### src/design/tslr_pkg.sv
// Shared types and constants for the linear resampler.
package tslr_pkg;
  localparam int TimeW = 34;
  localparam int ValW  = 32;
  localparam int StW   = 3;

  localparam logic [1:0] OP_LOAD  = 2'd0;
  localparam logic [1:0] OP_QUERY = 2'd1;
  localparam logic [1:0] OP_CLEAR = 2'd2;

  localparam logic [StW-1:0] ST_DONE   = 3'd0;
  localparam logic [StW-1:0] ST_EXACT  = 3'd1;
  localparam logic [StW-1:0] ST_LAST   = 3'd2;
  localparam logic [StW-1:0] ST_FIRST  = 3'd3;
  localparam logic [StW-1:0] ST_INTERP = 3'd4;
  localparam logic [StW-1:0] ST_EMPTY  = 3'd5;
  localparam logic [StW-1:0] ST_REJECT = 3'd6;

  // controller -> datapath
  typedef struct packed {
    logic capture;    // latch input transaction
    logic rd_last;    // read entry count-1
    logic rd_mid;     // read search midpoint
    logic rd_prev;    // read entry idx-1
    logic rd_idx;     // read entry idx
    logic srch_init;
    logic srch_step;
    logic load_exec;
    logic clear_exec;
    logic div_init;
    logic div_step;
    logic finish_q;   // form query result
    logic set_done;   // result for load/clear/unused op/empty query
  } tslr_cmd_t;

  // datapath -> controller
  typedef struct packed {
    logic [1:0] op;
    logic       empty;
    logic       srch_done;
    logic       div_done;
    logic       need_div;
  } tslr_sts_t;
endpackage

### src/design/tslr_ctrl.sv
// Controller sequencing load, query and clear transactions.
module tslr_ctrl (
  input  logic              clk,
  input  logic              rst,
  input  logic              in_fire,
  input  logic              out_free,
  input  tslr_pkg::tslr_sts_t sts,
  output tslr_pkg::tslr_cmd_t cmd,
  output logic              busy
);
  import tslr_pkg::*;

  typedef enum logic [8:0] {
    S_IDLE  = 9'b000000001,
    S_DISP  = 9'b000000010,
    S_LRD   = 9'b000000100,
    S_LEX   = 9'b000001000,
    S_SRD   = 9'b000010000,
    S_SCMP  = 9'b000100000,
    S_NRD   = 9'b001000000,
    S_DIV   = 9'b010000000,
    S_OUT   = 9'b100000000
  } state_t;

  state_t state, state_next;

  always_ff @(posedge clk) begin
    if (rst) state <= S_IDLE;
    else     state <= state_next;
  end

  assign busy = (state != S_IDLE);

  always_comb begin
    cmd = '0;
    state_next = state;
    unique case (state)
      S_IDLE: if (in_fire) begin
        cmd.capture = 1'b1;
        state_next = S_DISP;
      end
      S_DISP: begin
        if (sts.op == OP_LOAD) begin
          cmd.rd_last = 1'b1;
          state_next = S_LRD;
        end else if (sts.op == OP_QUERY && !sts.empty) begin
          cmd.srch_init = 1'b1;
          state_next = S_SRD;
        end else begin
          state_next = S_OUT;
        end
      end
      // keep the last entry on the read port until the load executes
      S_LRD: begin
        cmd.rd_last = 1'b1;
        state_next = S_LEX;
      end
      S_LEX: begin
        cmd.rd_last = 1'b1;
        if (out_free) begin
          cmd.load_exec = 1'b1;
          cmd.set_done = 1'b1;
          state_next = S_IDLE;
        end
      end
      S_SRD: begin
        if (sts.srch_done) begin
          cmd.rd_prev = 1'b1;
          cmd.rd_idx = 1'b1;
          state_next = S_NRD;
        end else begin
          cmd.rd_mid = 1'b1;
          state_next = S_SCMP;
        end
      end
      S_SCMP: begin
        cmd.srch_step = 1'b1;
        state_next = S_SRD;
      end
      S_NRD: begin
        cmd.div_init = 1'b1;
        state_next = sts.need_div ? S_DIV : S_OUT;
      end
      S_DIV: begin
        cmd.div_step = 1'b1;
        if (sts.div_done) state_next = S_OUT;
      end
      S_OUT: if (out_free) begin
        if (sts.op == OP_QUERY && !sts.empty) cmd.finish_q = 1'b1;
        else begin
          cmd.set_done = 1'b1;
          cmd.clear_exec = (sts.op == OP_CLEAR);
        end
        state_next = S_IDLE;
      end
      default: state_next = S_IDLE;
    endcase
  end
endmodule

### config.mk
export PLATFORM = sky130hd
export DESIGN_NAME = tslr_ctrl
export DESIGN_NICKNAME = d
export VERILOG_FILES = /design/src/design/tslr_pkg.sv /design/src/design/tslr_ctrl.sv
export SDC_FILE = /design/constraint.sdc
export NUM_CORES = 1
export LEC_CHECK = 0
export BUFFER_PORTS_ARGS = -buffer_cell sky130_fd_sc_hd__clkbuf_2
export CELL_PAD_IN_SITES_DETAIL_PLACEMENT = 0
export CELL_PAD_IN_SITES_GLOBAL_PLACEMENT = 1
export CORE_MARGIN = 2
export CORE_UTILIZATION = 30
export DETAILED_ROUTE_END_ITERATION = 10
export GPL_ROUTABILITY_DRIVEN = 0
export PLACE_DENSITY = 0.74
export SKIP_LAST_GASP = 1
export SLEW_MARGIN = 15
export SYNTH_ARGS = -nofsm -noshare
export SYNTH_HDL_FRONTEND = slang
export SYNTH_SLANG_ARGS = --single-unit
### constraint.sdc
create_clock -name clk -period 2.7 [get_ports clk]
set_input_delay 0.135 -clock clk [delete_from_list [all_inputs] [get_ports clk]]
set_output_delay 0.135 -clock clk [all_outputs]
set_load 0.005 [all_outputs]
==> results of run 1 <==
## worst max-delay path, stage by stage (launching register included)
cell and delay, ns:
dfxtp_1 0.36, nor4_1 0.34, or2b_1 0.35, nor3_1 0.29, and4b_1 0.26, o21bai_1 0.11
clkbuf_2 0.13
## metrics by stage
stage	instance area (µm²)	std cells	util, %
after CTS	853	146	38.2
after detailed placement	827	142	37.0
after global routing	853	146	38.2
final	853	146	38.2
after floorplan	716	97	-
after global placement	827	142	37.0
## metal layers
metal,wire [µm],up-vias,GRT usage [%]
met1,910,357,18.8
li1,-,395,-
met3,56,2,3.43
met5,0,-,0
met4,10,0,3.85
met2,885,9,22.7
## report_power, final
part           switching, W  leakage [nW]  internal (W)
Clock             0.0000501        0.0150     0.0000570
Sequential        0.0000113        0.0730      0.000137
Combinational     0.0000371         0.297     0.0000355
Total             0.0000986         0.385      0.000229
## area by class of cell
| type | count | area [µm²] | share of cell area (%) |
|---|---|---|---|
| clock buffer | 4 | 26.3 | 3.08 |
| inverter | 5 | 18.8 | 2.20 |
| multi-input combinational | 77 | 478 | 56.0 |
| sequential | 9 | 180 | 21.1 |
| tap | 28 | 35.0 | 4.11 |
| timing repair buffer | 23 | 115 | 13.5 |
## synth_stat cells (3+ instances only)
cell	number	area (µm²)
dfxtp_1	9	180
nor2b_1	4	25.0
inv_1	5	18.8
or3_1	3	18.8
nor3_1	7	35.0
a21o_1	3	22.5
o21ai_0	3	15.0
nor2_1	14	52.6
nor3b_1	5	37.5
nand3_1	5	25.0
nor4_1	3	18.8
## worst max path at each step
stage	start	end	slack (ns)
3_3_place_gp	state[2]$_SDFFE_PP0P_	state[8]$_SDFFE_PP0P_	0.60
6_report	state[4]$_SDFFE_PP0P_	cmd[0]	0.47
4_1_cts	state[4]$_SDFFE_PP0P_	cmd[0]	0.46
3_5_place_dp	state[2]$_SDFFE_PP0P_	state[8]$_SDFFE_PP0P_	0.58
5_1_grt	state[4]$_SDFFE_PP0P_	cmd[0]	0.29
2_1_floorplan	state[3]$_SDFFE_PP0P_	state[8]$_SDFFE_PP0P_	0.65
## cells by family after synthesis
| logic type | after synthesis |
|---|---|
| simple gates | 55 |
| buf+inv | 11 |
| compound gates | 20 |
| xor+xnor | 2 |
| flops | 9 |
==> out/summary.md, run 1 <==
For this run, asynchronously set or reset flops after synthesis account for 0%. The routed wire length per instance is 12.8 µm. The number of max-cap violations is 0. Maximum net fanout on the critical path: 7.

The register with the most flip-flops in the layout has 9 of them. Summing the areas of all fa, ha and maj instances in the mapped netlist gives 0% of the synthesized area. The run finished with clean final reports. The first routing iteration left 16 violations.

The number of global-route vias before repair came out at 650. Summing internal, switching and leakage power gives 0.000328 W. The worst endpoint required time was 2.57 ns; the final-stage net count was 129. Placeable core area: 2230 µm². Top flip-flop cell by instance count after synthesis: dfxtp_1.

The largest registers in the layout are state: 9 flops. The setup-violating endpoint count in the final report is 0. The kind of end point of the critical path is an output port. The run gives 0 as the initial antenna violation count.

From synthesis to final layout, the design area changed by 19.2%. For this configuration, the core starts out at a cell density of 32.0%. The synthesized area per cell was 7.38 µm². The cell count of the worst reg-to-reg path works out to 5.

Number of CTS-inserted buffers: 3. The run gives 0 as the count of warnings emitted by yosys. The end of the worst hold path was state[5]$_SDFFE_PP0P_. The global router's overall resource usage was 14.2%. The end of the worst register-to-register path was state[8]$_SDFFE_PP0P_. In the layout the commonest cells are 23 x clkbuf_2, 14 x nor2_1, 9 x dfxtp_1. Share of the synthesized area in compound gates (AO/OA/AOI/OAI): 20.3%.

In this run the horizontal extent of the chip is 52.8 µm. In this run the power density over the cells is 384 nW/µm². By area, the combinational part of the netlist is dominated by simple AND/OR/NAND/NOR gates. The first-pass detailed-route iteration total is 4, and the number of clock sinks seen by CTS is 9. The type of element launching the critical path was a flip-flop. The run gives 2.10 ns as the signal arrival time at the worst endpoint.

The run gives 0 as the count of final hold-check violations. The tools report the beginning of the worst hold path as sts[2]. During placement, the flow inserted port buffers numbering 23.

The worst setup margin came out at 0.468 ns. Entering global routing, the biggest net connects 12 pins. The first global-routing pass estimated 2.90 mm of wire.

The maximum buffer depth of the clock tree was 2. Number of buffers added to fix hold violations after cts: 0. In this run, distinct cell masters in the synthesized netlist total 38. The tools report the residual antenna-violating net count after detailed routing as 0. The path class of the tightest hold or removal check is input pin to flip-flop. Synthesis produced 97 cells.

The maximum level of the CTS H-tree is 1. The share of synthesized area occupied by flip-flops and latches was 25.2%; the flip-flop and latch count after synthesis was 9. The post-synthesis xor/xnor area fraction is 2.45%, and the area share of and/or/nand/nor cells after synthesis is 44.1%.

Setup repair after global routing left no endpoint under its margin. The number of I/O pins is 24. The worst-case IR drop observed on VDD is 0.000261 V. Number of fill cells: 250. Headroom to the max-slew limit came out at 69.2%. Summed over all cells, the static leakage comes to 0.385 nW. After global routing the overflow that remains totals 0.

The fraction of layout cells with a size suffix above 1 is 25.4%, and the worst slack after detailed placement is 0.585 ns. Clock skew on the completed layout was measured at 0.00656 ns. The final layout contains routed wiring with a total length of 1.86 mm.

By startpoint and endpoint, the worst setup path is classified as flip-flop to output port. The run gives 448 MHz as the maximum frequency from static timing analysis. The slew of the pin with the lowest slew margin came out at 0.458 ns. The post-detailed-placement half-perimeter wirelength is 1.46 mm. The setup slack of the worst register-to-register path came out at 0.56 ns. The post-detailed-route via-to-cell ratio is 5.23, and the die outline height is 52.8 µm. The via total after detailed routing came out at 763. Most flop-heavy register: state. The final period utilization was 82.7%. TritonCTS built the clock tree. The number of nets in the synthesized netlist is 107. Clock-pin slew was measured on the worst setup and hold paths at 0.06 ns.

The number of enable flip-flop cells after synthesis was 0; the remaining design rule violation count was 0. The worst path needs 2.23 ns of the cycle, external delays included. The worst hold path depth is 2. The later pin in the worst-skew pair is clocked with a latency of 0.26 ns. The total inserted antenna cells is 0. The mux share of post-synthesis cell area was 0%. The full die area was 2790 µm². The logs give 0 for the post-CTS setup-driven buffer insertion count and 17 for the row count. Most common cell after layout, fill and taps aside: clkbuf_2.

In the final timing run, aggregate negative setup slack is 0 ns. The number of slew-limit violations in the final report is 0. Summing every instance area after synthesis gives 716 µm². The logs give 0.0686 ns for the worst hold margin and 0 for the count of cells resized by post-cts repair. The tree is rooted in a clkbuf_4. Start of the worst register-to-register path: state[2]$_SDFFE_PP0P_.
Note: power is estimated with default switching activity, not from simulation.
==> run 2: changes to the inputs <==
--- a/config.mk
+++ b/config.mk
@@ -12,7 +12,7 @@
 export CORE_UTILIZATION = 30
 export DETAILED_ROUTE_END_ITERATION = 10
 export GPL_ROUTABILITY_DRIVEN = 0
-export PLACE_DENSITY = 0.74
+export PLACE_DENSITY = 0.77
 export SKIP_LAST_GASP = 1
 export SLEW_MARGIN = 15
 export SYNTH_ARGS = -nofsm -noshare
==> constraint.sdc (replaced) <==
create_clock -name clk -period 1.9 [get_ports clk]
set_input_delay 0.095 -clock clk [delete_from_list [all_inputs] [get_ports clk]]
set_output_delay 0.095 -clock clk [all_outputs]
set_load 0.005 [all_outputs]
==> out/summary.md, run 2 (synthesized netlist as in run 1, its figures left out) <==
The end of the worst hold path is state[5]$_SDFFE_PP0P_. The tools report the maximum frequency from static timing analysis as 504 MHz. The utilization after layout is 46.1% (+7.8 points). The beginning of the worst hold path is sts[2]. The run gives 0.26 ns (about the same) as the insertion delay of the later-clocked pin in the worst-skew pair. The setup slack of the worst register-to-register path was -0.06 ns (-0.62 ns). TritonCTS built the clock tree. The worst endpoint required time came out at 1.80 ns (-0.77 ns). The fraction of layout cells with a size suffix above 1 was 43.4% (+18 points); the number of slew-limit violations in the final report was 0 (unchanged). The clock period minus final worst setup slack was 1.98 ns; the total negative slack was -0.210 ns (-0.210 ns). The die outline height is 52.8 µm (unchanged), and the cell count of the worst reg-to-reg path is 5 (unchanged). Tracing the worst setup path back leads to its startpoint at state[2]$_SDFFE_PP0P_. For the final-stage net count, the log shows 140 (+8.5%).

The checks that failed: negative setup slack. The signal arrival time at the worst endpoint is 1.89 ns (-0.21 ns), and the number of I/O pins is 24 (unchanged). The tools report the row count as 17 (unchanged).

The power density normalized to cell area was 492 nW/µm² (+28%). Global router's overall resource usage: 15.6% (+1.4 points). The total of buffers placed on input and output ports was 23 (unchanged). STA classifies the critical path endpoint as an output port. The logs give 4 (unchanged) for the first-pass detailed-route iteration total and 39.1% (-6.1 points) for the sequential group share of total power. The worst clock skew was 0.00337 ns (-0.00319 ns); the routed wire length per instance was 12.8 µm (+0.44%). The worst hold margin is 0.0238 ns (-0.0449 ns), and the maximum net fanout on the critical path is 3 (-4). The via total after detailed routing was 820 (+7.5%); the clock slew seen by the registers of the worst setup and hold paths was 0.06 ns (about the same).

The flip-flop count of the largest register after layout was 9 (unchanged). The number of max-cap violations was 0 (unchanged). The tools report the design area as 1030 µm² (+21%).

The min-delay analysis places its worst path in the category input pin to flip-flop. Total inserted antenna cells: 0 (unchanged). The final period utilization is 104%.

The starting density of the core was 32.0% (unchanged); the residual antenna-violating net count after detailed routing was 0 (unchanged). The tools report the count of final hold-check violations as 0 (unchanged). Remaining design rule violation count: 0 (unchanged). The critical setup path kind was flip-flop to output port. The type of element launching the critical path is a flip-flop. The width of the die came out at 52.8 µm (unchanged). In this run the critical register-to-register path is launched from state[2]$_SDFFE_PP0P_.

Number of standard cells in the layout, taps in and fillers out: 157 (+7.5%). Setup repair after global routing could not meet its margin everywhere. Full die area: 2790 µm² (unchanged). For the number of CTS-inserted buffers, the log shows 3 (unchanged). The maximum level of the CTS H-tree is 1 (unchanged). The run gives 910 µm² (+10%) as the cell area after placement.

The slew of the pin with the lowest slew margin is 0.357 ns (-0.101 ns). For the DRC violation total after the first TritonRoute iteration, the log shows 24 (+8). The logs give 3.19 mm (+10%) for the first-pass GRT wire length and 0 (unchanged) for the final global-route overflow total.

The cell that appears most often on the critical path is or4_4. The cell type group with the largest total delay on the critical path was simple AND/OR/NAND/NOR gates. The tools report the cell internal power dissipation as 0.000356 W (+55%).

Leaving out fill and tap cells, the most frequent cells in the layout are 21 x clkbuf_2, 10 x nor2_1, 9 x buf_4. The tools report the overall routed net length as 2.01 mm (+8.0%). The largest registers in the layout are state: 9 flops. The tools report the worst setup margin as -0.0833 ns (-0.551 ns). The initial antenna violation count is 0 (unchanged), and the switching part of the total power is 29.7% (-0.39 points). The tree is rooted in a clkbuf_4.

Leaving out fill and tap cells, the most frequent cell in the layout is clkbuf_2. Number of clock sinks seen by CTS: 9 (unchanged). The run finished, with violations left.

The worst hold path depth was 2 (unchanged); the worst slew margin relative to its limit was 75.9% (+6.8 points). For the number of buffers added to fix hold violations after cts, the log shows 0 (unchanged). The slowest stage of the critical path is the or4_4 cell.

The run gives 0.467 nW (+21%) as the leakage power total. The post-detailed-placement half-perimeter wirelength is 1.53 mm (+4.5%), and the largest stage delay on the critical path is 0.53 ns (+0.17 ns). The cell count after placement came out at 153 (+7.7%).

The setup-violating endpoint count in the final report came out at 4 (+4). The clock network fraction of design power was 28.9% (-3.8 points). Number of global-route vias before repair: 742 (+14%). The pin count of the biggest net entering global routing is 11 (-1).

Post-detailed-route via-to-cell ratio: 5.22 (about the same). The endpoint identified for the worst register-to-register timing path is state[8]$_SDFFE_PP0P_. The run gives 0.000150 W (+52%) as the switching power summed over all nets. The critical path goes through or4_4, or4_4, buf_6, nor2_2, clkbuf_2.

The maximum buffer depth of the clock tree came out at 2 (unchanged). The run gives 2230 µm² (unchanged) as the placeable core area. The number of buffers and inverters on the critical path is 2 (+1), and the combinational fraction of design power is 32.0% (+9.8 points). Post-synthesis to final-layout area growth: 43.7%. The run gives 0.000491 V (+89%) as the worst supply voltage drop on vdd. The most flop-heavy register is state.
[run 2: repair_timing]
action | CTS | global route
resized for setup | 5 | 18
buffers inserted | 0 | 0
endpoints found under the setup margin | 7 | 16
pin swaps | 1 | 4
[run 2: per-stage QoR]
step | setup slack [ns] | power, W
3_5_place_dp | -0.0690 | 0.000334
5_1_grt | -0.136 | 0.000540
2_1_floorplan | -0.149 | 0.000283
6_report | -0.0833 | 0.000506
3_3_place_gp | -0.0431 | 0.000334
4_1_cts | -0.0792 | 0.000488
[run 2: worst max-delay path by stage]
stage / to / depth (start not counted)
after floorplan: state[8]$_SDFFE_PP0P_ / 6
after global placement: state[8]$_SDFFE_PP0P_ / 5
after detailed placement: state[8]$_SDFFE_PP0P_ / 5
after CTS: cmd[3] / 5
after global routing: cmd[2] / 5
final: cmd[2] / 5
[run 2: layout make-up]
| type | count | area (µm²) |
|---|---|---|
| sequential | 9 | 183 |
| clock buffer | 4 | 26.3 |
| timing repair buffer | 34 | 205 |
| tap | 28 | 35.0 |
| fill | 217 | 1200 |
| multi-input combinational | 77 | 561 |
| inverter | 5 | 18.8 |
[run 2: layer usage]
| layer | global-route usage [%] | up-vias | wire length (µm) |
|---|---|---|---|
| met1 | 20.6 | 386 | 898 |
| met4 | 6.41 | 0 | 10 |
| met2 | 24.6 | 16 | 1020 |
| met5 | 0 | - | 0 |
| met3 | 2.86 | 2 | 78 |
| li1 | - | 416 | - |
[run 2: power groups by stage]
stage / Clock (W) / Combinational [W] / Sequential, W
after floorplan: 0 / 0.0000833 / 0.000200
after global placement: 0 / 0.000133 / 0.000202
after detailed placement: 0 / 0.000132 / 0.000202
after CTS: 0.000152 / 0.000138 / 0.000197
after global routing: 0.000165 / 0.000177 / 0.000198
final: 0.000146 / 0.000162 / 0.000198
[run 2: worst register-to-register path, cell delays in order, from the launching register on]
cell,delay [ns]
dfxtp_2,0.32
or4_4,0.53
or4_4,0.43
o32a_1,0.19
or3_4,0.33
a21oi_2,0.11
==> run 3: changes to the inputs <==
--- a/config.mk
+++ b/config.mk
@@ -10,6 +10,7 @@
 export CELL_PAD_IN_SITES_GLOBAL_PLACEMENT = 1
 export CORE_MARGIN = 2
 export CORE_UTILIZATION = 30
+export CTS_BUF_LIST = sky130_fd_sc_hd__clkbuf_8
 export DETAILED_ROUTE_END_ITERATION = 10
 export GPL_ROUTABILITY_DRIVEN = 0
 export PLACE_DENSITY = 0.77
==> out/summary.md, run 3 (synthesized netlist as in run 1, its figures left out) <==
Post-detailed-route via-to-cell ratio: 5.19 (-0.61%). The worst slack after detailed placement was -0.0690 ns (unchanged); the width of the die was 52.8 µm (unchanged). Final-stage net count: 140 (unchanged). The tools report the switching power summed over all nets as 0.000156 W (+4.2%). The number of clock sinks seen by CTS is 9 (unchanged). Global router's overall resource usage: 15.6% (unchanged). The run gives 0 (unchanged) as the residual antenna-violating net count after detailed routing. The logs give 3 (-1) for the setup-violating endpoint count in the final report and 35.0% (-4.1 points) for the sequential group share of total power.

The tools report the beginning of the critical path as state[2]$_SDFFE_PP0P_. The flow ran to the end, but the final reports show violations. The power density normalized to cell area came out at 553 nW/µm² (+12%).

The fraction of layout cells with a size suffix above 1 was 41.1% (-2.3 points). The cell count of the worst reg-to-reg path works out to 5 (unchanged). The post-synthesis to final-layout area growth came out at 43.2%. The root buffer cell chosen for the clock tree is clkbuf_8. The total of buffers placed on input and output ports is 23 (unchanged), and the post-CTS setup-driven buffer insertion count is 0 (unchanged).

The cell internal power dissipation is 0.000410 W (+15%). The number of I/O pins is 24 (unchanged). The clock period minus final worst setup slack is 1.94 ns (-0.0439 ns), and the worst setup margin is -0.0394 ns (+0.0439 ns).

Setup repair after global routing could not meet its margin everywhere. The tools report the maximum buffer depth of the clock tree as 2 (unchanged). STA classifies the critical path startpoint as a flip-flop.

The run gives 0.23 ns (-0.03 ns) as the insertion delay of the later-clocked pin in the worst-skew pair. Following the worst setup path forward leads to its endpoint at state[8]$_SDFFE_PP0P_. For the setup slack of the worst register-to-register path, the log shows -0.04 ns (+0.02 ns). The logs give 2.11 ns (+0.22 ns) for the signal arrival time at the worst endpoint and 815 (-0.61%) for the via total after detailed routing. For the number of slew-limit violations in the final report, the log shows 0 (unchanged).

In the layout the commonest cells are 22 x clkbuf_2, 10 x nor2_1, 10 x buf_4. The first-pass GRT wire length was 3.22 mm (+0.88%); the pin count of the biggest net entering global routing was 11 (unchanged). The tools report the number of CTS-inserted buffers as 3 (unchanged). Leaving out fill and tap cells, the most frequent cell in the layout is clkbuf_2.

The final period utilization was 102% (-2.3 points); the number of buffers added to fix hold violations after cts was 0 (unchanged). For the worst slew margin relative to its limit, the log shows 76.5% (+0.59 points). The logs give 4 (unchanged) for the first-pass detailed-route iteration total and 516 MHz (+2.3%) for the maximum frequency from static timing analysis. In the final layout, the registers with the most flip-flops are state: 9 flops.

The final reports fail on negative setup slack. Placeable core area: 2230 µm² (unchanged). The logs give 13 (-46%) for the DRC violation total after the first TritonRoute iteration and 0 (unchanged) for the total inserted antenna cells.

The worst register-to-register path ends at state[8]$_SDFFE_PP0P_. The full die area came out at 2790 µm² (unchanged). Routed wire length per instance: 13.0 µm (+1.5%). The tools report the leakage power total as 0.471 nW (+0.92%).

The run gives 2.07 ns (+0.27 ns) as the worst endpoint required time. The maximum net fanout on the critical path was 2 (-1). Initial antenna violation count: 0 (unchanged). Counting flops per register, the top entry is state. The utilization after layout is 45.9% (-0.17 points), and the die outline height is 52.8 µm (unchanged). The tools report the number of max-cap violations as 0 (unchanged). The flip-flop count of the largest register after layout came out at 9 (unchanged). For the overall routed net length, the log shows 2.04 mm (+1.5%). Worst hold path depth: 2 (unchanged). The post-detailed-placement half-perimeter wirelength was 1.53 mm (unchanged). The clock slew seen by the registers of the worst setup and hold paths works out to 0.04 ns (-0.02 ns).

The critical setup path kind was flip-flop to flip-flop. The combinational fraction of design power came out at 26.9% (-5.1 points). The kind of end point of the critical path is a flip-flop. TritonCTS built the clock tree.

The final global-route overflow total is 0 (unchanged), and the clock network fraction of design power is 38.0% (+9.1 points). The run gives 0 (unchanged) as the remaining design rule violation count. The worst hold-check path type was input pin to flip-flop. The switching part of the total power was 27.6% (-2.1 points). The logs give 0 (unchanged) for the count of final hold-check violations and 17 (unchanged) for the row count. The starting density of the core is 32.0% (unchanged), and the number of global-route vias before repair is 750 (+1.1%). The worst clock skew is 0.000212 ns (-0.00316 ns). The worst supply voltage drop on vdd was 0.000417 V (-15%). The worst register-to-register path begins at state[2]$_SDFFE_PP0P_.

The run gives 1 (unchanged) as the maximum level of the CTS H-tree. The slew of the pin with the lowest slew margin came out at 0.349 ns (-0.00883 ns).
run 3: changes by cell type in the layout (fill, tap and decap cells not counted), sizes merged:
cell	before	now
buf	13	12
inv	5	6
run 3: metal layers:
layer	up-vias	share of wire (%)	track usage, %
met1	380	46	20.6
met4	0	1.0	5.13
met5	-	0	0
met2	12	50	25.2
li1	420	-	-
met3	3	3.3	2.86
run 3: how the worst min path moves through the flow:
stage | start | to | slack, ns
floorplan | rst | state[8]$_SDFFE_PP0P_ | 0.16
detailed placement | sts[2] | state[5]$_SDFFE_PP0P_ | 0.30
CTS | sts[2] | state[5]$_SDFFE_PP0P_ | 0.06
global placement | sts[2] | state[5]$_SDFFE_PP0P_ | 0.29
global route | sts[2] | state[5]$_SDFFE_PP0P_ | 0.07
finish | sts[2] | state[5]$_SDFFE_PP0P_ | 0.06
run 3: cell type report:
type,count,area (µm²)
fill,221,1210
multi-input combinational,77,542
tap,28,35.0
sequential,9,183
clock inverter,1,3.75
timing repair buffer,34,201
inverter,5,18.8
clock buffer,3,41.3
run 3: repair_timing:
action,CTS,global route
pin swaps,1,5
resized for setup,3,14
endpoints found under the setup margin,5,13
run 3: worst max-delay path, stage by stage (launching register included):
cell and delay, ns:
dfxtp_2 0.31, or4_4 0.53, or4_4 0.43, o32a_1 0.17, or3_4 0.33, a21oi_2 0.11
run 3: power by group through the flow:
stage,clock network (W),logic (W),registers (W)
after floorplan,0,0.0000833,0.000200
after global placement,0,0.000133,0.000202
after detailed placement,0,0.000132,0.000202
after CTS,0.000220,0.000136,0.000198
after global routing,0.000232,0.000169,0.000198
final,0.000216,0.000152,0.000198
run 3: stage by stage:
step / instance area [µm²] / setup TNS, ns / instances / hold WS [ns] / power (W)
global placement: 910 / -0.0431 / 153 / 0.290 / 0.000334
CTS: 967 / -0.145 / 157 / 0.0583 / 0.000554
finish: 1020 / -0.0704 / 157 / 0.0613 / 0.000566
detailed placement: 910 / -0.0690 / 153 / 0.295 / 0.000334
global route: 1020 / -0.434 / 157 / 0.0689 / 0.000599
floorplan: 716 / -0.149 / 97 / 0.157 / 0.000283
